## src/rtl/core/swap_slot_allocator_top_assert.svh

```systemverilog
// assertion macros for the swap slot allocator
`ifndef SWAP_SLOT_ALLOCATOR_TOP_ASSERT_SVH
`define SWAP_SLOT_ALLOCATOR_TOP_ASSERT_SVH

// same-cycle implication
`define SSA_ASSERT_IMPLIES(label, clk, rst, ante, cons, msg) \
  label: assert property (@(posedge clk) disable iff (rst) (ante) |-> (cons)) \
    else $error(msg);

// next-cycle implication
`define SSA_ASSERT_NEXT(label, clk, rst, ante, cons, msg) \
  label: assert property (@(posedge clk) disable iff (rst) (ante) |=> (cons)) \
    else $error(msg);

`endif

```

## src/rtl/core/ssa_pkg.sv

```systemverilog
// shared constants, codes and control structs of the swap slot allocator
package ssa_pkg;

  localparam int MAX_SLOTS        = 1024;
  localparam int SECTORS_PER_SLOT = 8;

  localparam int SLOT_W   = 10;
  localparam int TOP_W    = 11;
  localparam int SECTOR_W = 13;
  localparam int STATUS_W = 2;
  localparam int CFG_W    = 11;
  localparam int MUL_W    = SLOT_W + 7;

  localparam int MARK_W = 32;
  localparam int ROWS   = MAX_SLOTS / MARK_W;
  localparam int ROW_AW = $clog2(ROWS);
  localparam int BIT_AW = $clog2(MARK_W);

  localparam int PADDR_W     = 3;
  localparam int PDATA_W     = 32;
  localparam int REG_IDX_LSB = 2;

  localparam logic REG_TOTAL_SLOTS = 1'b0;

  localparam logic [CFG_W-1:0] TOTAL_SLOTS_RST = CFG_W'(1024);

  localparam logic [STATUS_W-1:0] ST_OK       = 2'd0;
  localparam logic [STATUS_W-1:0] ST_FULL     = 2'd1;
  localparam logic [STATUS_W-1:0] ST_BAD_FREE = 2'd2;

  typedef struct packed {
    logic clr_wr;
    logic latch;
    logic row_load_zero;
    logic row_load_slot;
    logic row_inc;
    logic rd;
    logic take_free;
    logic take_top;
    logic bad_free;
    logic set_mark;
    logic trim_start;
    logic trim_step;
    logic load_out;
  } ssa_cmd_t;

  typedef struct packed {
    logic cmd_free;
    logic have_free;
    logic slot_ge_top;
    logic row_hit;
    logic mark_set;
    logic at_top;
    logic bit_zero;
    logic row_is_zero;
    logic trim_found;
    logic out_busy;
    logic clr_last;
  } ssa_stat_t;

endpackage

```

## src/rtl/core/ssa_ram.sv

```systemverilog
// generic single-write, single-read ram with registered read
module ssa_ram #(
  parameter int WIDTH = 32,
  parameter int DEPTH = 32
) (
  input  logic                     clk,
  input  logic                     we,
  input  logic [$clog2(DEPTH)-1:0] waddr,
  input  logic [WIDTH-1:0]         wdata,
  input  logic                     re,
  input  logic [$clog2(DEPTH)-1:0] raddr,
  output logic [WIDTH-1:0]         rdata
);

  logic [WIDTH-1:0] mem [DEPTH];

  always_ff @(posedge clk) begin
    if (we) begin
      mem[waddr] <= wdata;
    end
    if (re) begin
      rdata <= mem[raddr];
    end
  end

endmodule

```

## src/rtl/core/ssa_ctrl.sv

```systemverilog
// controller state machine of the swap slot allocator
`include "swap_slot_allocator_top_assert.svh"

module ssa_ctrl import ssa_pkg::*; (
  input  logic      clk,
  input  logic      rst,
  input  logic      req_valid,
  output logic      req_ready,
  input  ssa_stat_t stat,
  output ssa_cmd_t  cmd
);

  localparam logic [3:0] S_CLEAR    = 4'd0;
  localparam logic [3:0] S_IDLE     = 4'd1;
  localparam logic [3:0] S_DECODE   = 4'd2;
  localparam logic [3:0] S_SCAN_RD  = 4'd3;
  localparam logic [3:0] S_SCAN_CHK = 4'd4;
  localparam logic [3:0] S_FREE_RD  = 4'd5;
  localparam logic [3:0] S_FREE_CHK = 4'd6;
  localparam logic [3:0] S_TRIM_RD  = 4'd7;
  localparam logic [3:0] S_TRIM_CHK = 4'd8;
  localparam logic [3:0] S_DONE     = 4'd9;

  logic [3:0] state;
  logic [3:0] state_next;

  assign req_ready = (state == S_IDLE);

  always_comb begin
    cmd        = '0;
    state_next = state;
    unique case (state)
      S_CLEAR: begin
        cmd.clr_wr = 1'b1;
        if (stat.clr_last) begin
          state_next = S_IDLE;
        end
      end
      S_IDLE: begin
        if (req_valid) begin
          cmd.latch  = 1'b1;
          state_next = S_DECODE;
        end
      end
      S_DECODE: begin
        if (!stat.cmd_free) begin
          if (stat.have_free) begin
            cmd.row_load_zero = 1'b1;
            state_next        = S_SCAN_RD;
          end else begin
            cmd.take_top = 1'b1;
            state_next   = S_DONE;
          end
        end else if (stat.slot_ge_top) begin
          cmd.bad_free = 1'b1;
          state_next   = S_DONE;
        end else begin
          cmd.row_load_slot = 1'b1;
          state_next        = S_FREE_RD;
        end
      end
      S_SCAN_RD: begin
        cmd.rd     = 1'b1;
        state_next = S_SCAN_CHK;
      end
      S_SCAN_CHK: begin
        if (stat.row_hit) begin
          cmd.take_free = 1'b1;
          state_next    = S_DONE;
        end else begin
          cmd.row_inc = 1'b1;
          state_next  = S_SCAN_RD;
        end
      end
      S_FREE_RD: begin
        cmd.rd     = 1'b1;
        state_next = S_FREE_CHK;
      end
      S_FREE_CHK: begin
        if (stat.mark_set) begin
          cmd.bad_free = 1'b1;
          state_next   = S_DONE;
        end else if (stat.at_top) begin
          cmd.trim_start = 1'b1;
          if (!stat.bit_zero) begin
            state_next = S_TRIM_CHK;
          end else if (stat.row_is_zero) begin
            state_next = S_DONE;
          end else begin
            state_next = S_TRIM_RD;
          end
        end else begin
          cmd.set_mark = 1'b1;
          state_next   = S_DONE;
        end
      end
      S_TRIM_RD: begin
        cmd.rd     = 1'b1;
        state_next = S_TRIM_CHK;
      end
      S_TRIM_CHK: begin
        cmd.trim_step = 1'b1;
        if (stat.trim_found || stat.row_is_zero) begin
          state_next = S_DONE;
        end else begin
          state_next = S_TRIM_RD;
        end
      end
      S_DONE: begin
        if (!stat.out_busy) begin
          cmd.load_out = 1'b1;
          state_next   = S_IDLE;
        end
      end
      default: begin
        state_next = S_IDLE;
      end
    endcase
  end

  always_ff @(posedge clk) begin
    if (rst) begin
      state <= S_CLEAR;
    end else begin
      state <= state_next;
    end
  end

  `SSA_ASSERT_IMPLIES(a_scan_needs_free, clk, rst, state == S_SCAN_CHK, stat.have_free, "scan without free marks")
  `SSA_ASSERT_NEXT(a_accept_decodes, clk, rst, req_valid && req_ready, state == S_DECODE, "accepted word not decoded")
  `SSA_ASSERT_NEXT(a_done_returns, clk, rst, state == S_DONE && !stat.out_busy, state == S_IDLE, "result not handed off")

endmodule

```

## src/rtl/core/ssa_dp.sv

```systemverilog
// datapath of the swap slot allocator: free marks, high-water mark, result
`include "swap_slot_allocator_top_assert.svh"

module ssa_dp import ssa_pkg::*; (
  input  logic                clk,
  input  logic                rst,
  input  ssa_cmd_t            cmd,
  output ssa_stat_t           stat,
  input  logic                command,
  input  logic [SLOT_W-1:0]   slot_index,
  input  logic                rsp_ready,
  output logic                rsp_valid,
  output logic [SLOT_W-1:0]   granted_slot,
  output logic [SECTOR_W-1:0] start_sector,
  output logic [STATUS_W-1:0] status,
  input  logic                psel,
  input  logic                penable,
  input  logic                pwrite,
  input  logic [PADDR_W-1:0]  paddr,
  input  logic [PDATA_W-1:0]  pwdata,
  output logic [PDATA_W-1:0]  prdata
);

  function automatic logic [BIT_AW-1:0] lowest_set(input logic [MARK_W-1:0] v);
    logic [BIT_AW-1:0] r;
    r = '0;
    for (int i = MARK_W - 1; i >= 0; i--) begin
      if (v[i]) r = BIT_AW'(i);
    end
    return r;
  endfunction

  function automatic logic [BIT_AW-1:0] highest_set(input logic [MARK_W-1:0] v);
    logic [BIT_AW-1:0] r;
    r = '0;
    for (int i = 0; i < MARK_W; i++) begin
      if (v[i]) r = BIT_AW'(i);
    end
    return r;
  endfunction

  function automatic logic [MARK_W-1:0] low_mask(input logic [BIT_AW-1:0] p);
    logic [MARK_W-1:0] m;
    for (int i = 0; i < MARK_W; i++) begin
      m[i] = (BIT_AW'(i) <= p);
    end
    return m;
  endfunction

  logic                cmd_free;
  logic [SLOT_W-1:0]   slot;
  logic [TOP_W-1:0]    top_slot;
  logic [TOP_W-1:0]    free_count;
  logic [CFG_W-1:0]    total_slots;
  logic [ROW_AW-1:0]   row;
  logic [BIT_AW-1:0]   pos;
  logic [ROW_AW-1:0]   clr_row;
  logic [SLOT_W-1:0]   res_slot;
  logic [STATUS_W-1:0] res_status;

  logic                ram_we;
  logic [ROW_AW-1:0]   ram_waddr;
  logic [MARK_W-1:0]   ram_wdata;
  logic [MARK_W-1:0]   rdata;

  logic [BIT_AW-1:0]   bit_idx;
  logic [ROW_AW-1:0]   slot_row;
  logic [TOP_W-1:0]    slot_ext;
  logic [TOP_W-1:0]    limit;
  logic [BIT_AW-1:0]   low_bit;
  logic [MARK_W-1:0]   pos_mask;
  logic [MARK_W-1:0]   gap;
  logic                trim_found;
  logic [BIT_AW-1:0]   gap_top;
  logic [MARK_W-1:0]   gap_mask;
  logic [MUL_W-1:0]    sector_full;
  logic                cfg_wr;

  assign bit_idx    = slot[BIT_AW-1:0];
  assign slot_row   = slot[SLOT_W-1:BIT_AW];
  assign slot_ext   = TOP_W'(slot);
  assign limit      = (TOP_W'(total_slots) > TOP_W'(MAX_SLOTS)) ? TOP_W'(MAX_SLOTS)
                                                                 : TOP_W'(total_slots);
  assign low_bit    = lowest_set(rdata);
  assign pos_mask   = low_mask(pos);
  assign gap        = ~rdata & pos_mask;
  assign trim_found = |gap;
  assign gap_top    = highest_set(gap);
  assign gap_mask   = low_mask(gap_top);
  assign sector_full = MUL_W'(res_slot) * MUL_W'(SECTORS_PER_SLOT);

  assign cfg_wr = psel && penable && pwrite && (paddr[REG_IDX_LSB] == REG_TOTAL_SLOTS);
  assign prdata = (paddr[REG_IDX_LSB] == REG_TOTAL_SLOTS) ? PDATA_W'(total_slots) : '0;

  assign stat.cmd_free    = cmd_free;
  assign stat.have_free   = (free_count != '0);
  assign stat.slot_ge_top = (slot_ext >= top_slot);
  assign stat.row_hit     = |rdata;
  assign stat.mark_set    = rdata[bit_idx];
  assign stat.at_top      = ((slot_ext + TOP_W'(1)) == top_slot);
  assign stat.bit_zero    = (bit_idx == '0);
  assign stat.row_is_zero = (row == '0);
  assign stat.trim_found  = trim_found;
  assign stat.out_busy    = rsp_valid && !rsp_ready;
  assign stat.clr_last    = (clr_row == ROW_AW'(ROWS - 1));

  always_comb begin
    ram_we    = 1'b0;
    ram_waddr = row;
    ram_wdata = rdata;
    priority if (cmd.clr_wr) begin
      ram_we    = 1'b1;
      ram_waddr = clr_row;
      ram_wdata = '0;
    end else if (cmd.take_free) begin
      ram_we    = 1'b1;
      ram_wdata = rdata & ~(MARK_W'(1) << low_bit);
    end else if (cmd.set_mark) begin
      ram_we    = 1'b1;
      ram_wdata = rdata | (MARK_W'(1) << bit_idx);
    end else if (cmd.trim_step) begin
      ram_we    = 1'b1;
      ram_wdata = trim_found ? (rdata & ~(pos_mask & ~gap_mask)) : (rdata & ~pos_mask);
    end else begin
      ram_we = 1'b0;
    end
  end

  ssa_ram #(
    .WIDTH (MARK_W),
    .DEPTH (ROWS)
  ) u_marks (
    .clk   (clk),
    .we    (ram_we),
    .waddr (ram_waddr),
    .wdata (ram_wdata),
    .re    (cmd.rd),
    .raddr (row),
    .rdata (rdata)
  );

  // control state
  always_ff @(posedge clk) begin
    if (rst) begin
      top_slot    <= '0;
      free_count  <= '0;
      total_slots <= TOTAL_SLOTS_RST;
      clr_row     <= '0;
      rsp_valid   <= 1'b0;
    end else begin
      if (cfg_wr) begin
        total_slots <= pwdata[CFG_W-1:0];
      end
      if (cmd.clr_wr) begin
        clr_row <= clr_row + ROW_AW'(1);
      end
      if (cmd.load_out) begin
        rsp_valid <= 1'b1;
      end else if (rsp_ready) begin
        rsp_valid <= 1'b0;
      end
      priority if (cmd.take_top) begin
        if (top_slot < limit) begin
          top_slot <= top_slot + TOP_W'(1);
        end
      end else if (cmd.take_free) begin
        free_count <= free_count - TOP_W'(1);
      end else if (cmd.set_mark) begin
        free_count <= free_count + TOP_W'(1);
      end else if (cmd.trim_start) begin
        top_slot <= slot_ext;
      end else if (cmd.trim_step) begin
        if (trim_found) begin
          top_slot   <= TOP_W'({row, gap_top}) + TOP_W'(1);
          free_count <= free_count - TOP_W'(pos - gap_top);
        end else begin
          top_slot   <= TOP_W'({row, {BIT_AW{1'b0}}});
          free_count <= free_count - (TOP_W'(pos) + TOP_W'(1));
        end
      end else begin
        top_slot <= top_slot;
      end
    end
  end

  // payload
  always_ff @(posedge clk) begin
    if (cmd.latch) begin
      cmd_free <= command;
      slot     <= slot_index;
    end
    priority if (cmd.row_load_zero) begin
      row <= '0;
    end else if (cmd.row_load_slot) begin
      row <= slot_row;
    end else if (cmd.row_inc) begin
      row <= row + ROW_AW'(1);
    end else if (cmd.trim_start) begin
      if (bit_idx == '0) begin
        row <= row - ROW_AW'(1);
        pos <= '1;
      end else begin
        pos <= bit_idx - BIT_AW'(1);
      end
    end else if (cmd.trim_step) begin
      if (!trim_found) begin
        row <= row - ROW_AW'(1);
        pos <= '1;
      end
    end else begin
      row <= row;
    end
    priority if (cmd.take_top) begin
      if (top_slot < limit) begin
        res_slot   <= top_slot[SLOT_W-1:0];
        res_status <= ST_OK;
      end else begin
        res_slot   <= '0;
        res_status <= ST_FULL;
      end
    end else if (cmd.take_free) begin
      res_slot   <= {row, low_bit};
      res_status <= ST_OK;
    end else if (cmd.bad_free) begin
      res_slot   <= slot;
      res_status <= ST_BAD_FREE;
    end else if (cmd.set_mark || cmd.trim_start) begin
      res_slot   <= slot;
      res_status <= ST_OK;
    end else begin
      res_slot <= res_slot;
    end
    if (cmd.load_out) begin
      granted_slot <= res_slot;
      start_sector <= sector_full[SECTOR_W-1:0];
      status       <= res_status;
    end
  end

  `SSA_ASSERT_IMPLIES(a_count_below_top, clk, rst, 1'b1, free_count <= top_slot, "more free marks than slots in use")
  `SSA_ASSERT_IMPLIES(a_top_in_range, clk, rst, 1'b1, top_slot <= TOP_W'(MAX_SLOTS), "high-water mark past the store")
  `SSA_ASSERT_IMPLIES(a_full_is_zero, clk, rst, rsp_valid && status == ST_FULL, granted_slot == '0 && start_sector == '0, "full word carries a slot")

endmodule

```

## src/rtl/core/swap_slot_allocator_top.sv

```systemverilog
// top level of the swap slot allocator
//
//   channel   direction  handshake                      payload
//   req       in         req_valid / req_ready          command, slot_index
//   rsp       out        rsp_valid / rsp_ready          granted_slot, start_sector, status
//   apb       in         psel, penable, pwrite, pready  paddr, pwdata, prdata
//
// one word at a time; allocate from the mark or a free at or above it needs no mark read
// allocate reusing a freed slot reads and checks rows of 32 slot marks from row 0 on until
// one holds a free mark; other free reads the slot's row and sets its mark, or for the slot
// just below the mark lowers the mark past the free marks beneath it, row by row; the mark
// ram reads and writes one row per cycle; after reset a clearing pass runs over the mark
// ram with req_ready low; a new word is taken while the last result waits on rsp_ready
module swap_slot_allocator_top import ssa_pkg::*; (
  input  logic                clk,
  input  logic                rst,
  input  logic                req_valid,
  output logic                req_ready,
  input  logic                command,
  input  logic [SLOT_W-1:0]   slot_index,
  output logic                rsp_valid,
  input  logic                rsp_ready,
  output logic [SLOT_W-1:0]   granted_slot,
  output logic [SECTOR_W-1:0] start_sector,
  output logic [STATUS_W-1:0] status,
  input  logic                psel,
  input  logic                penable,
  input  logic                pwrite,
  input  logic [PADDR_W-1:0]  paddr,
  input  logic [PDATA_W-1:0]  pwdata,
  output logic [PDATA_W-1:0]  prdata,
  output logic                pready
);

  ssa_cmd_t  cmd;
  ssa_stat_t stat;

  assign pready = 1'b1;

  ssa_ctrl u_ctrl (
    .clk       (clk),
    .rst       (rst),
    .req_valid (req_valid),
    .req_ready (req_ready),
    .stat      (stat),
    .cmd       (cmd)
  );

  ssa_dp u_dp (
    .clk          (clk),
    .rst          (rst),
    .cmd          (cmd),
    .stat         (stat),
    .command      (command),
    .slot_index   (slot_index),
    .rsp_ready    (rsp_ready),
    .rsp_valid    (rsp_valid),
    .granted_slot (granted_slot),
    .start_sector (start_sector),
    .status       (status),
    .psel         (psel),
    .penable      (penable),
    .pwrite       (pwrite),
    .paddr        (paddr),
    .pwdata       (pwdata),
    .prdata       (prdata)
  );

endmodule
```

## config.mk

```make
export PLATFORM = sky130hd
export DESIGN_NAME = swap_slot_allocator_top
export DESIGN_NICKNAME = d
export VERILOG_FILES = /design/src/rtl/core/ssa_pkg.sv /design/src/rtl/core/ssa_ram.sv /design/src/rtl/core/ssa_ctrl.sv /design/src/rtl/core/ssa_dp.sv /design/src/rtl/core/swap_slot_allocator_top.sv
export VERILOG_INCLUDE_DIRS = /design/src /design/src/rtl/core
export SDC_FILE = /design/constraint.sdc
export NUM_CORES = 1
export LEC_CHECK = 0
export ABC_CLOCK_PERIOD_IN_PS = 9800
export BUFFER_PORTS_ARGS = -buffer_cell sky130_fd_sc_hd__buf_2
export CORE_UTILIZATION = 60
export DETAILED_ROUTE_END_ITERATION = 6
export PLACE_DENSITY = 0.77
export SLEW_MARGIN = 20
export SYNTH_ARGS = -nofsm -noshare
export SYNTH_HDL_FRONTEND = slang
export SYNTH_SLANG_ARGS = --single-unit
```

## constraint.sdc

```tcl
create_clock -name clk -period 9.8 [get_ports clk]
set_input_delay 0.98 -clock clk [delete_from_list [all_inputs] [get_ports clk]]
set_output_delay 0.98 -clock clk [all_outputs]
set_load 0.05 [all_outputs]
```

==> out/summary.md <==
In this run, synthesis inferred 1,096 flip-flops with an integrated enable. The main combinational cell family by area after synthesis was multiplexers. After detailed routing, the average wire length per cell comes to 35.4 microns. The overall track demand over capacity in global routing came out at 0.350. In this design, the stage delay of the slowest critical-path cell is 810 ps. The count of endpoints failing hold in the final timing report is 0, and the number of cells after detailed placement is 3,864. The adder-cell share of the synthesized area came out at 0.0158. The tools report the starting density of the core as 0.610. For the final routed database, the setup TNS stands at 0 ps. The logs give 10,390 ps for the required arrival time at the worst endpoint and 128 for the pin count of the biggest net entering global routing. Setup repair after global routing left no endpoint under its margin. The number of vias per cell after detailed routing was 7.13; the clock tree skew after final layout was 77.6 ps.

The die span in y is 289 microns, and the achievable clock frequency is 120 MHz. The fraction of layout cells with a size suffix above 1 is 0.266. STA classifies the critical path startpoint as a flop. The worst setup path is captured at a flop. Clock tree synthesis found a total of 1,144 sinks. The simple-gate area share of the yosys netlist was 0.0549; the minimum clock period was 8300 ps.

The H-tree was split into 3 levels. The tools report the total CTS buffers as 109. Count of cell types in the netlist: 94. The final reports fail on design-rule violations. A synthesized cell averages 17.6 sq um. No sink is reached through more buffers than the 3 on the longest clock path.

The async set-or-reset flop fraction in the synthesized netlist was 0. For this run, the detailed router's first-pass iteration total came to 7. The highest fanout seen on the critical path came out at 18. The count of hold buffers inserted by post-cts repair was 0. Largest delay contributor family on the critical path: compound AO/OA/AOI/OAI gates.

Once the clock tree was built, the resizer swapped 0 gates to a different size. The final worst-path cycle share works out to 0.847. Setup violations remaining at the end of the flow were counted as 0. The most numerous cell type found on the critical path is o21ai_0. The post-detailed-route count of antenna-violating nets was 0. Total routed wirelength: 144,000 microns. The initialized floorplan defines 104 standard-cell rows. The logic depth of the worst setup path including buffers is 29.

The total overflow left after global routing is 0. Across the VDD grid, the largest voltage drop is 0.175 mV. Yosys attributes the largest share of cell area to edfxtp_1, mux4_2, dfxtp_1, ha_1, nand2_1. The count of vias placed by the detailed router was 29,000. For this run, the number of standard cells in the final layout without fillers is 4,069. The region available for standard cell placement spans 0.0811 sq mm.

The number of I/O port buffers came out at 64. The number of global-route vias before repair was 29,300; the layout overhead on the synthesized area was 11.4%. For this design, the slowest cell found on the critical path is a2111oi_0. The worst min-delay path category is reg -> reg. The floorplan step set the die width to 289 microns. The area enclosed by the die boundary is 0.0835 sq mm. The xor and xnor area share after synthesis was 0.00673. The logs give 10 for the DRC violation count after routing and 79,900 microns for the half-perimeter wire length after detailed placement. The run finished, with violations left.

Before CTS, the worst setup slack after placement is 1690 ps. Summing every instance area after synthesis gives 0.0494 sq mm. TritonCTS built the clock tree. For the data arrival time of the critical path, the log shows 8890 ps.

For the worst flop-to-flop path, the logic depth is 29. The tools report the root buffer cell as clkbuf_16. Max-cap violations in this run came to 0.

Summing internal, switching and leakage power gives 10,600 uW. The power density over the cells is 193 mW/mm^2, and the clock latency on the worst-skew pair is 710 ps. In this run, the number of DRC markers left after iteration 0 of detailed routing was 3,984. For the initial antenna violation count, the log shows 1. The multiplexer share of the synthesized area is 0.159, and the final worst slack is 1500 ps. Summed over all cells, the static leakage comes to 0.0176 uW. The number of buffers and inverters on the critical path is 2. The tools report the cell area after layout as 0.0551 sq mm. At the end of routability-driven placement, the weighted congestion stood at 0.990.

The first global-routing pass estimated 205,000 microns of wire. At the pin with the least slew margin, the transition time is 1170 ps. Clock-pin slew was measured on the worst setup and hold paths at 70 ps. The complex-gate fraction of the synthesized area works out to 0.0545. After synthesis the netlist holds a flip-flop and latch count of 1,144.

The net count reported at finish was 3,030. The largest total area in the synthesized netlist belongs to edfxtp_1. The worst hold path was traced through 0 stages. The logs give 0 for the post-CTS repair timing setup buffer count and 0 for the number of antenna cells inserted.

Primary flip-flop cell chosen by synthesis mapping: edfxtp_1. The logs give 0.221 for the normalized max-slew margin and 113 for the count of pins on the block boundary. Portion of synthesized cell area occupied by the leading cell type: 0.666. The run gives 0.0515 sq mm as the instance area after placement. Synthesized instance count: 2,810. During synthesis, Yosys emitted a total of 0 warnings.

The number of pins exceeding their max-slew limit in the final report is 0, and the sequential area share after synthesis is 0.685. The worst setup path is of the reg -> reg kind.
==> kinds of logic (layout without fill, tap and decap cells) <==
group,count (synthesis),in the layout
muxes,371,371
DFF,1144,1144
buffers and inverters,253,429
and+or+nand+nor,544,544
adders and majority gates,61,61
AOI/OAI and AO/OA,397,397
xor gates and xnor gates,38,38
other,2,25
==> where the power goes <==
| group | switching, uW | internal (uW) | leakage [uW] |
|---|---|---|---|
| Clock | 1880 | 2270 | 0.00170 |
| Combinational | 532 | 525 | 0.00537 |
| Sequential | 44.0 | 5360 | 0.0105 |
==> path summary, 6_finish.rpt <==
kind | start | slack, ps | end
worst max register to register | u_dp.pos[1] | 1500 | u_dp.free_count[10]
worst min-delay path | u_dp.res_slot[8] | 420 | u_dp.granted_slot[8]
worst min register to register | u_dp.res_slot[8] | 420 | u_dp.granted_slot[8]
worst max-delay path | u_dp.pos[1] | 1500 | u_dp.free_count[10]
==> final cells by class <==
cell class	count	area, sq um
clock buffers	125	2820
clock inverters	78	706
fillers	5052	26000
inverters	65	244
multi-input cells	1436	15000
flip-flops and latches	1144	33900
well taps	1060	1330
repair buffers	161	1100
==> cells in the final DEF, fill, tap and decap left out, types with 32 or more instances in the layout <==
cell type	instances
a21oi_1	92
buf_2	64
buf_4	93
clkbuf_16	110
dfxtp_1	43
edfxtp_1	1096
ha_1	57
inv_1	61
mux2_2	32
mux4_2	330
nand2_1	143
nand3_1	37
nor2_1	105
nor2_4	32
nor3_1	40
o21ai_0	79
==> Yosys cell counts, types with 25 or more instances <==
cell type  instances
edfxtp_1        1096
mux4_2           330
nand2_1          143
nor2_1           137
clkbuf_1         102
a21oi_1           99
o21ai_0           81
inv_1             61
ha_1              57
dfxtp_1           48
nor3_1            41
buf_4             38
nand3_1           37
buf_1             33
mux2_2            32
nor2b_1           29
nor4_1            29
xnor2_1           27
a31oi_1           26
a211oi_1          25
==> metal layers <==
metal,GRT usage,share of wire,up-vias
li1,-,-,11600
met1,0.473,0.37,14900
met2,0.557,0.48,2053
met3,0.0676,0.10,460
met4,0.166,0.052,0
met5,0,0,-
==> state kept, by name (all words and copies together) (netlist names), 4 cells and up <==
signal	count
u_dp.slot	10
u_dp.row	5
u_dp.total_slots	11
u_dp.top_slot	11
u_ctrl.state	4
u_dp.pos	5
u_dp.clr_row	5
u_dp.free_count	11
u_dp.res_slot	10
u_dp.granted_slot	10
u_dp.u_marks.mem	1024
u_dp.u_marks.rdata	32
==> metrics by stage <==
| stage | hold slack (ps) | util |
|---|---|---|
| after floorplan | 400 | - |
| after global placement | 408 | 0.635 |
| after detailed placement | 406 | 0.635 |
| after CTS | 419 | 0.678 |
| after global routing | 424 | 0.679 |
| final | 417 | 0.679 |
No activity file was read; power rests on OpenSTA's default activity.
